===== config.mk =====
export PLATFORM = sky130hd
export DESIGN_NAME = bflq_front
export DESIGN_NICKNAME = d
export VERILOG_FILES = /design/src/design/bounded_fifo_lifo_queue_macros.svh /design/src/design/bflq_pkg.sv /design/src/design/bflq_front.sv
export SDC_FILE = /design/constraint.sdc
export NUM_CORES = 1
export LEC_CHECK = 0
export CAP_MARGIN = 0
export CORE_AREA = 2 2 107 109
export CTS_BUF_LIST = sky130_fd_sc_hd__clkbuf_4 sky130_fd_sc_hd__clkbuf_8
export CTS_CLUSTER_SIZE = 28
export DETAILED_ROUTE_END_ITERATION = 10
export DIE_AREA = 0 0 109 111
export DONT_BUFFER_PORTS = 1
export GPL_TIMING_DRIVEN = 0
export PLACE_DENSITY = 0.54
export SETUP_SLACK_MARGIN = 0.4
export SYNTH_ARGS = -nofsm -noshare
export SYNTH_HDL_FRONTEND = slang
export SYNTH_SLANG_ARGS = --single-unit

===== constraint.sdc =====
create_clock -name clk -period 3.6 [get_ports clk]
set_input_delay 0.72 -clock clk [delete_from_list [all_inputs] [get_ports clk]]
set_output_delay 0.72 -clock clk [all_outputs]
set_load 0.01 [all_outputs]

===== src/design/bounded_fifo_lifo_queue_macros.svh =====
// ----------------------------------------------------------------------------
// Assertion macros for the bounded FIFO/LIFO queue
// Shorthand for the concurrent checks used inside the design modules.
// ----------------------------------------------------------------------------
`ifndef BOUNDED_FIFO_LIFO_QUEUE_MACROS_SVH
`define BOUNDED_FIFO_LIFO_QUEUE_MACROS_SVH

// Condition must hold at every clock edge out of reset.
`define BFLQ_ASSERT_ALWAYS(name, clk, rst_n, cond, msg) \
    name: assert property (@(posedge clk) disable iff (!rst_n) (cond)) \
        else $error(msg);

// Consequent must hold in the same cycle as the antecedent.
`define BFLQ_ASSERT_IMPLIES(name, clk, rst_n, ante, cons, msg) \
    name: assert property (@(posedge clk) disable iff (!rst_n) (ante) |-> (cons)) \
        else $error(msg);

// Consequent must hold in the cycle after the antecedent.
`define BFLQ_ASSERT_NEXT(name, clk, rst_n, ante, cons, msg) \
    name: assert property (@(posedge clk) disable iff (!rst_n) (ante) |=> (cons)) \
        else $error(msg);

`endif


===== src/design/bflq_pkg.sv =====
// ----------------------------------------------------------------------------
// bflq_pkg
// Command, status, policy and register codes plus shared types.
// ----------------------------------------------------------------------------
`timescale 1ns / 1ps

package bflq_pkg;

    localparam logic [2:0] CMD_WRITE = 3'd0;
    localparam logic [2:0] CMD_READ  = 3'd1;
    localparam logic [2:0] CMD_TRY   = 3'd2;
    localparam logic [2:0] CMD_PEEK  = 3'd3;
    localparam logic [2:0] CMD_CLEAR = 3'd4;

    localparam logic [2:0] STAT_OK      = 3'd0;
    localparam logic [2:0] STAT_EMPTY   = 3'd1;
    localparam logic [2:0] STAT_FULL    = 3'd2;
    localparam logic [2:0] STAT_BADLEN  = 3'd3;
    localparam logic [2:0] STAT_OVERLAP = 3'd4;
    localparam logic [2:0] STAT_DROPPED = 3'd5;

    localparam logic [1:0] POL_GROW     = 2'd0;
    localparam logic [1:0] POL_DROP_NEW = 2'd1;
    localparam logic [1:0] POL_DROP_OLD = 2'd2;

    localparam logic [1:0] REG_LIMIT  = 2'd0;
    localparam logic [1:0] REG_LIFO   = 2'd1;
    localparam logic [1:0] REG_INDEX  = 2'd2;
    localparam logic [1:0] REG_POLICY = 2'd3;

    typedef enum logic [2:0] {
        OP_WRITE,
        OP_READ,
        OP_TRY,
        OP_PEEK,
        OP_CLEAR,
        OP_NOP
    } op_t;

    typedef struct packed {
        op_t  op;
        logic len_zero;
    } class_t;

    typedef enum logic [1:0] {
        S_IDLE,
        S_READ,
        S_SCAN
    } state_t;

endpackage


===== src/design/bflq_front.sv =====
// ----------------------------------------------------------------------------
// bflq_front
// Accepts command beats, decodes them and buffers them in a two-entry queue.
// ----------------------------------------------------------------------------
`timescale 1ns / 1ps

module bflq_front #(
    parameter int HW = 32,
    parameter int LW = 16
) (
    input  logic                 clk,
    input  logic                 rst_n,
    input  logic                 in_valid,
    output logic                 in_stall,
    input  logic [2:0]           cmd,
    input  logic [HW-1:0]        handle,
    input  logic [LW-1:0]        entry_length,
    output logic                 q_valid,
    input  logic                 q_take,
    output bflq_pkg::class_t     q_cls,
    output logic [HW-1:0]        q_handle,
    output logic [LW-1:0]        q_length
);

    bflq_pkg::class_t cls;
    bflq_pkg::class_t cls_reg [2];
    logic [HW-1:0]    handle_reg [2];
    logic [LW-1:0]    len_reg [2];
    logic             wr_ptr_reg, wr_ptr_next;
    logic             rd_ptr_reg, rd_ptr_next;
    logic [1:0]       fill_reg, fill_next;
    logic             push;

    always_comb
    begin
        cls.len_zero = (entry_length == '0);
        unique case (cmd)
            bflq_pkg::CMD_WRITE: cls.op = bflq_pkg::OP_WRITE;
            bflq_pkg::CMD_READ:  cls.op = bflq_pkg::OP_READ;
            bflq_pkg::CMD_TRY:   cls.op = bflq_pkg::OP_TRY;
            bflq_pkg::CMD_PEEK:  cls.op = bflq_pkg::OP_PEEK;
            bflq_pkg::CMD_CLEAR: cls.op = bflq_pkg::OP_CLEAR;
            default:             cls.op = bflq_pkg::OP_NOP;
        endcase
    end

    assign in_stall = (fill_reg == 2'd2);
    assign push     = in_valid && !in_stall;
    assign q_valid  = (fill_reg != 2'd0);
    assign q_cls    = cls_reg[rd_ptr_reg];
    assign q_handle = handle_reg[rd_ptr_reg];
    assign q_length = len_reg[rd_ptr_reg];

    always_comb
    begin
        wr_ptr_next = push ? !wr_ptr_reg : wr_ptr_reg;
        rd_ptr_next = q_take ? !rd_ptr_reg : rd_ptr_reg;
        fill_next   = fill_reg + 2'(push) - 2'(q_take);
    end

    always_ff @(posedge clk)
    begin
        if (push)
        begin
            cls_reg[wr_ptr_reg]    <= cls;
            handle_reg[wr_ptr_reg] <= handle;
            len_reg[wr_ptr_reg]    <= entry_length;
        end
    end

    always_ff @(posedge clk or negedge rst_n)
    begin
        if (!rst_n)
        begin
            wr_ptr_reg <= 1'b0;
            rd_ptr_reg <= 1'b0;
            fill_reg   <= 2'd0;
        end
        else
        begin
            wr_ptr_reg <= wr_ptr_next;
            rd_ptr_reg <= rd_ptr_next;
            fill_reg   <= fill_next;
        end
    end

endmodule


==> results of run 1 <==
## Yosys cell counts
master    number
a21o_1         1
and3_1         1
and4_1         1
buf_12         5
buf_6          1
clkbuf_1       1
dfrtp_1        4
edfxtp_1     104
ha_1           2
inv_1          2
mux2_2         3
mux2_4        49
nand2_1        1
nand2b_1       1
nor2_1         1
nor2b_1        1
nor4_1         4
or2_2          1
xnor2_1        3
xor2_1         1
## power by group through the flow
| stage | clock (µW) | combinational (µW) | sequential, µW |
|---|---|---|---|
| 6_report | 720 | 1270 | 1790 |
| 5_1_grt | 811 | 1370 | 1820 |
| 4_1_cts | 753 | 1310 | 1790 |
| 3_5_place_dp | 0 | 1310 | 1820 |
| 3_3_place_gp | 0 | 1270 | 1830 |
| 2_1_floorplan | 0 | 1070 | 1810 |
## area by class of cell
class / count / area, µm²
multi-input cells: 70 / 912
flip-flops and latches: 108 / 3220
inverters: 2 / 7.51
well taps: 143 / 179
repair buffers: 3 / 50.0
plain buffers: 7 / 115
fillers: 969 / 6400
clock buffers: 10 / 131
clock inverters: 6 / 62.6
## kinds of logic (layout without fill, tap and decap cells)
| family | count (synthesis) | count (layout) | synth area share |
|---|---|---|---|
| buf+inv | 9 | 28 | 0.0289 |
| flops | 108 | 108 | 0.759 |
| mux | 52 | 52 | 0.181 |
| compound gates | 1 | 1 | 0.00177 |
| xor+xnor | 4 | 4 | 0.00825 |
| simple gates | 11 | 11 | 0.0156 |
| fa+ha+maj | 2 | 2 | 0.00589 |
## per-layer routing
layer,vias to the layer above,part of all wire,global-route usage
met5,-,0,0
met4,0,0.015,0.0462
met3,8,0.11,0.0617
met2,73,0.51,0.179
met1,843,0.36,0.131
li1,761,-,-
## through the flow
step / worst slack, ns / cells / hold slack (ns) / power (µW) / utilization
floorplan: 1.01 / 187 / 0.424 / 2880 / -
global placement: 0.113 / 330 / 0.425 / 3100 / 0.400
detailed placement: 1.42 / 332 / 0.425 / 3130 / 0.404
CTS: 1.42 / 348 / 0.0130 / 3860 / 0.422
global route: 1.39 / 349 / 0.00691 / 4000 / 0.423
finish: 1.47 / 349 / 0.0472 / 3780 / 0.423
## worst max-delay path, delay by kind of cell, from the launching register on
family   cells  cell delay, ns
buf+inv      2            0.37
flops        1            0.35
mux          1            0.34
## what timing repair did
item                                   4_1_cts  5_1_grt
gates resized for setup                      0        0
endpoints found under the hold margin        0        1
hold buffers                                 0        1
buffers inserted                             0        0
## cells in the final DEF (no fill, tap or decap)
cell           count
clkbuf_4           1
a21o_1             1
ha_1               2
mux2_2             3
bufinv_16          1
dlygate4sd3_1      1
clkbuf_8           9
mux2_4            49
xor2_1             1
dfrtp_1            4
nand2_1            1
inv_1              2
clkbuf_1           1
clkinv_1           2
nor4_1             4
and3_2             1
and4_1             1
xnor2_1            3
nand2b_1           1
nor2b_1            1
nor2_4             1
inv_6              2
clkinvlp_4         1
edfxtp_1         104
or2_2              1
buf_6              1
buf_12             7
## worst max path at each step
stage,startpoint,endpoint,slack (ns),depth (start not counted)
2_1_floorplan,in_valid,cls_reg[0][0]$_DFFE_PP_,1.01,2
3_3_place_gp,in_valid,handle_reg[0][14]$_DFFE_PP_,0.11,2
3_5_place_dp,in_valid,handle_reg[0][20]$_DFFE_PP_,1.42,3
4_1_cts,rd_ptr_reg$_DFFE_PN0P_,q_length[7],1.42,3
5_1_grt,rd_ptr_reg$_DFFE_PN0P_,q_cls[3],1.39,3
6_report,rd_ptr_reg$_DFFE_PN0P_,q_cls[3],1.47,3
==> qor.txt, run 1 <==
Number of port buffers -> 0
Vias in the first global route -> 1787
DRT iter0 DRCs -> 85
Max-capacitance violation count -> 0
Placed Area -> 4480 µm²
FF-to-FF path depth -> 4
Worst-Skew Late Latency -> 0.36 ns
Hpwl dp -> 4460 µm
Reg power frac -> 0.473
Final weighted congestion in routability-driven placement -> 0.693
Status -> complete, no violations
Tmin final -> 2.13 ns
WL final -> 6600 µm
CP peak stage delay -> 0.35 ns
Final hold vios -> 0
Wire per inst -> 18.9 µm
Power Density -> 807 nW/µm²
Ports -> 109
Fmax -> 0.470 GHz
Slew @ Worst Pin -> 0.862 ns
Cell Chain, Critical Path -> buf_6 > buf_12 > mux2_4
Comb power frac -> 0.336
Slowest CP cell -> dfrtp_1
Dominant cell type by area after synthesis -> edfxtp_1
Die ar. -> 12100 µm²
Vias -> 1685
Die Wd -> 109 µm
Yosys reg bits -> 108
Antenna Nets Post-Route -> 0
Worst path required time -> 2.88 ns
Switching power -> 1110 µW
Nets -> 258
Core area -> 11100 µm²
Synth warnings -> 0
Std-Cell Rows -> 39
Vias/cell -> 4.83
Layout cells sized above 1 -> 0.374
Peak supply drop -> 0.505 mV
Final instance area -> 4680 µm²
Post-Syn Area per Cell -> 22.7 µm²
Drt first pass iters -> 4
CTS clk-pin slew, worst paths -> 0.09 ns
Setup violations, final -> 0
Post-Syn Area -> 4250 µm²
Initial Util -> 0.384
Final cycle utilization of the critical path -> 0.591
Global-route wire length before repair -> 9980 µm
TritonCTS clock tree -> yes
Post-synthesis sequential area ratio -> 0.759
Initial antenna violation count -> 0
DR DRC count -> 0
CP Max Fanout -> 10
Rel. slew slack -> 0.424
Total GRT Usage -> 0.115
Pins Over Slew Limit -> 0
Clk pwr share -> 0.191
TritonCTS Buffers -> 9
Post-Syn Nets -> 244
Critical R2R Capture -> handle_reg[0][1]$_DFFE_PP_
CTS sink cnt -> 108
Setup TNS -> 0 ns
Arr. time, crit path -> 1.41 ns
R2r startpoint -> fill_reg[1]$_DFF_PN0_
Congestion Overflow GR -> 0
Number of flip-flops in the largest register -> 64
FF-to-FF setup slack -> 1.66 ns
Die Ht -> 111 µm
Post-Syn Instances -> 187
Synth top area cells -> edfxtp_1 (73%), mux2_4 (17%), buf_12 (2.4%)
Largest net degree at the start of global routing -> 29
Clk_skew -> 0.0101 ns
RSZ-0062 raised after global routing -> false
Root buffer cell -> clkbuf_8
Setup crit end kind -> output pin
P&R area growth vs syn -> 10.2%
Hold Crit Class -> input port to async pin
Top cell type's share of synthesized area -> 0.735
Antenna cell count -> 0
Static Leak -> 0.00167 µW
Type of origin of the critical path -> flop
CTS H-Tree Depth -> 3
CTS Buffer Depth -> 2
Internal -> 2670 µW
Switching part of the total -> 0.293
Setup CP Type -> flop to output pin
Synth cell types -> 20
Note: power is estimated with default switching activity, not from simulation.
==> run 2, diff against run 1 <==
--- a/config.mk
+++ b/config.mk
@@ -5,12 +5,13 @@
 export SDC_FILE = /design/constraint.sdc
 export NUM_CORES = 1
 export LEC_CHECK = 0
+export ABC_AREA = 1
 export CAP_MARGIN = 0
-export CORE_AREA = 2 2 107 109
+export CORE_AREA = 2 2 108 110
 export CTS_BUF_LIST = sky130_fd_sc_hd__clkbuf_4 sky130_fd_sc_hd__clkbuf_8
 export CTS_CLUSTER_SIZE = 28
 export DETAILED_ROUTE_END_ITERATION = 10
-export DIE_AREA = 0 0 109 111
+export DIE_AREA = 0 0 110 112
 export DONT_BUFFER_PORTS = 1
 export GPL_TIMING_DRIVEN = 0
 export PLACE_DENSITY = 0.54
==> constraint.sdc (replaced) <==
create_clock -name clk -period 2.1 [get_ports clk]
set_input_delay 0.42 -clock clk [delete_from_list [all_inputs] [get_ports clk]]
set_output_delay 0.42 -clock clk [all_outputs]
set_load 0.01 [all_outputs]
==> run 2 against run 1 <==
Against the previous run:
- non-clock buffer count up 8
- power increased by 76%
- critical path depth stayed put
- sequential cell count is the same
- sequential power increased by 72%
- die area is 1.8% higher
- synthesized cell count is 16% higher
- cell count rose by 12%
- highest routed layer unchanged
- sequential share of layout area is 3.1 points lower
- clock skew grew 0.0012 ns
- largest cell class unchanged
==> qor.txt, run 2 <==
Pins Over Slew Limit -> 0 (unchanged)
Post-synth EDFFs -> 104 (unchanged)
Hold Crit Class -> input port to flop
Met3 routed WL -> 800 µm (+11%)
Worst-Skew Late Latency -> 0.36 ns (about the same)
Final Util -> 0.439 (+0.0161)
Setup TNS -> 0 ns (unchanged)
FF-to-FF path depth -> 8 (+4)
R2r startpoint -> fill_reg[1]$_DFF_PN0_
Finished Layout Cells -> 391 (+12%)
Final cycle utilization of the critical path -> 0.869
Antenna Nets Post-Route -> 0 (unchanged)
Slew @ Worst Pin -> 0.474 ns (-0.388 ns)
Ys async rst share -> 0.0370 (unchanged)
Commonest non-fill, non-tap cell in the layout -> edfxtp_1
Post-synthesis sequential area ratio -> 0.742 (-0.0168)
WL final -> 7450 µm (+13%)
P&R area growth vs syn -> 12.8%
Wire per inst -> 19.0 µm (+0.73%)
Synth warnings -> 0 (unchanged)
Root buffer cell -> clkbuf_8
Setup crit end kind -> output pin
CTS Buffer Depth -> 2 (unchanged)
Nets -> 300 (+16%)
Most numerous cell in the Yosys netlist -> edfxtp_1
Synth top area cells -> edfxtp_1 (72%), mux2_4 (17%), buf_12 (2.3%)
Max-capacitance violation count -> 0 (unchanged)
Layout cells sized above 1 -> 0.375 (+0.00121)
Vias in the first global route -> 1953 (+9.3%)
Std-Cell Rows -> 39 (unchanged)
Final weighted congestion in routability-driven placement -> 0.659 (-4.8%)
DR WL met2 -> 3630 µm (+7.5%)
Post-Syn Area per Cell -> 20.0 µm² (-12%)
Antenna cell count -> 0 (unchanged)
CP Max Fanout -> 10 (unchanged)
Rel. slew slack -> 0.683 (+0.259)
Vias/cell -> 4.73 (-2.1%)
Power Density -> 1360 nW/µm² (+68%)
Peak supply drop -> 0.589 mV (+16%)
Static Leak -> 0.00183 µW (+10%)
DR DRC count -> 0 (unchanged)
Die Ht -> 112 µm (+0.90%)
Uppermost layer routed -> met4
Yosys reg bits -> 108 (unchanged)
Fmax -> 0.548 GHz
Status -> complete, no violations
Area occupied by multi-input gates -> 970 µm² (+6.3%)
Most instantiated cells after synthesis -> edfxtp_1 (104), mux2_4 (49), inv_1 (18), nand2_1 (13), nor2_1 (9)
Worst path required time -> 1.68 ns (-1.20 ns)
Clk_skew -> 0.0113 ns (+0.00116 ns)
Global-route wire length before repair -> 10800 µm (+8.6%)
Number of port buffers -> 0 (unchanged)
Ports -> 109 (unchanged)
WL met1 -> 2910 µm (+21%)
Register Area -> 3220 µm² (unchanged)
Ys flop type -> edfxtp_1
Type of origin of the critical path -> flop
Synth cell types -> 18 (-10%)
Top cell type's share of synthesized area -> 0.719 (-0.0163)
Hold-critical path depth -> 1
Critical R2R Capture -> fill_reg[1]$_DFF_PN0_
CTS sink cnt -> 108 (unchanged)
TritonCTS clock tree -> yes
RSZ-0062 raised after global routing -> true
DRT iter0 DRCs -> 64 (-25%)
Post-Syn Area -> 4350 µm² (+2.3%)
Fillers -> 989 (+2.1%)
Most frequent cells in the layout -> edfxtp_1 (104), mux2_4 (50), inv_1 (16)
Largest net degree at the start of global routing -> 28 (-3.4%)
Hold slack -> 0.138 ns (+0.0906 ns)
Tmin final -> 1.83 ns
Number of flip-flops in the largest register -> 64 (unchanged)
Drt first pass iters -> 4 (unchanged)
Hpwl dp -> 4580 µm (+2.7%)
Total GRT Usage -> 0.124 (+0.00913)
Setup CP Type -> flop to output pin
Vias -> 1848 (+9.7%)
Placed cells -> 361 (+8.7%)
Post-Syn Nets -> 274 (+12%)
TritonCTS Buffers -> 9 (unchanged)
Initial Util -> 0.389 (+0.00527)
Setup violations, final -> 0 (unchanged)
Initial antenna violation count -> 0 (unchanged)
Overall power -> 6650 µW (+76%)
Congestion Overflow GR -> 0 (unchanged)
Hold Crit Endpoint -> rd_ptr_reg$_DFFE_PN0P_
CTS H-Tree Depth -> 3 (unchanged)
Die Wd -> 110 µm (+0.92%)
Final hold vios -> 0 (unchanged)
Hold_sp -> q_take
FF-to-FF setup slack -> 0.58 ns (-1.08 ns)
Die ar. -> 12300 µm² (+1.8%)
Arr. time, crit path -> 1.41 ns (about the same)
Post-Syn Instances -> 217 (+16%)
Dominant cell type by area after synthesis -> edfxtp_1
Core area -> 11200 µm² (+0.88%)
CTS clk-pin slew, worst paths -> 0.09 ns (about the same)
## run 2: changes by cell type in the layout (fill, tap and decap cells not counted), moves of 3 or more
cell | previous run | this run
buf_12 | 7 | 10
buf_4 | 0 | 6
clkbuf_4 | 1 | 4
clkinvlp_4 | 1 | 4
inv_1 | 2 | 16
nand2_1 | 1 | 13
nor2_1 | 0 | 8
nor4_1 | 4 | 0
## run 2: metrics by stage
step                cell area [µm²]  setup WS (ns)
finish                         4900          0.274
CTS                            4810          0.243
detailed placement             4560         -0.484
global placement               4540         -0.438
global route                   4900          0.230
floorplan                      4360          0.146
## run 2: per-layer routing
layer  global-route usage  up-vias
met5                    0        -
met4               0.0582        0
met3               0.0585        9
met2                0.191       79
met1                0.145      912
li1                     -      848
## run 2: layout make-up
| type | instances | share of cell area |
|---|---|---|
| clock inverter | 2 | 0.00204 |
| tap | 143 | 0.0365 |
| multi-input combinational | 85 | 0.198 |
| timing repair inverter | 3 | 0.00459 |
| buffer | 7 | 0.0253 |
| sequential | 108 | 0.657 |
| timing repair buffer | 11 | 0.0276 |
| clock buffer | 14 | 0.0342 |
| inverter | 18 | 0.0145 |
## run 2: logic make-up (layout without fill, tap and decap cells)
logic type	count (synthesis)	count (layout)	synth area share
AND/OR/NAND/NOR	24	25	0.0219
AO/OA/AOI/OAI	3	3	0.00547
flip-flops	108	108	0.742
multiplexers	52	52	0.177
XOR/XNOR	3	3	0.00605
buffers and inverters	25	55	0.0420
adder cells (fa/ha/maj)	2	2	0.00576
## run 2: how the worst max path moves through the flow
stage                                 startpoint                    endpoint  slack, ns  cells past startpoint
after floorplan            fill_reg[1]$_DFF_PN0_     cls_reg[0][0]$_DFFE_PP_       0.15                      3
after global placement     fill_reg[1]$_DFF_PN0_  handle_reg[0][7]$_DFFE_PP_      -0.44                      3
after detailed placement   fill_reg[1]$_DFF_PN0_  handle_reg[0][7]$_DFFE_PP_      -0.48                      3
after CTS                 rd_ptr_reg$_DFFE_PN0P_                 q_length[6]       0.24                      3
after global routing      rd_ptr_reg$_DFFE_PN0P_                    q_cls[2]       0.23                      3
final                     rd_ptr_reg$_DFFE_PN0P_                    q_cls[2]       0.27                      3
## run 2: critical path, stage by stage (launching register included)
cell	delay, ns
dfrtp_1	0.40
buf_12	0.16
buf_12	0.15
mux2_4	0.33
## run 2: what timing repair did
action | CTS | global route
setup buffers | 3 | 6
hold buffers | 1 | 0
setup endpoints to repair | 156 | 105
pin swaps | 2 | 0
gates resized for setup | 6 | 2
endpoints found under the hold margin | 4 | 0
cloned | 4 | 0
## run 2: power breakdown
group | total [µW] | leakage [µW] | internal [µW] | switching (µW)
Combinational | 2450 | 0.000719 | 1210 | 1230
Clock | 1140 | 0.0000981 | 515 | 624
Sequential | 3070 | 0.00102 | 2930 | 134
Total | 6650 | 0.00183 | 4660 | 1990
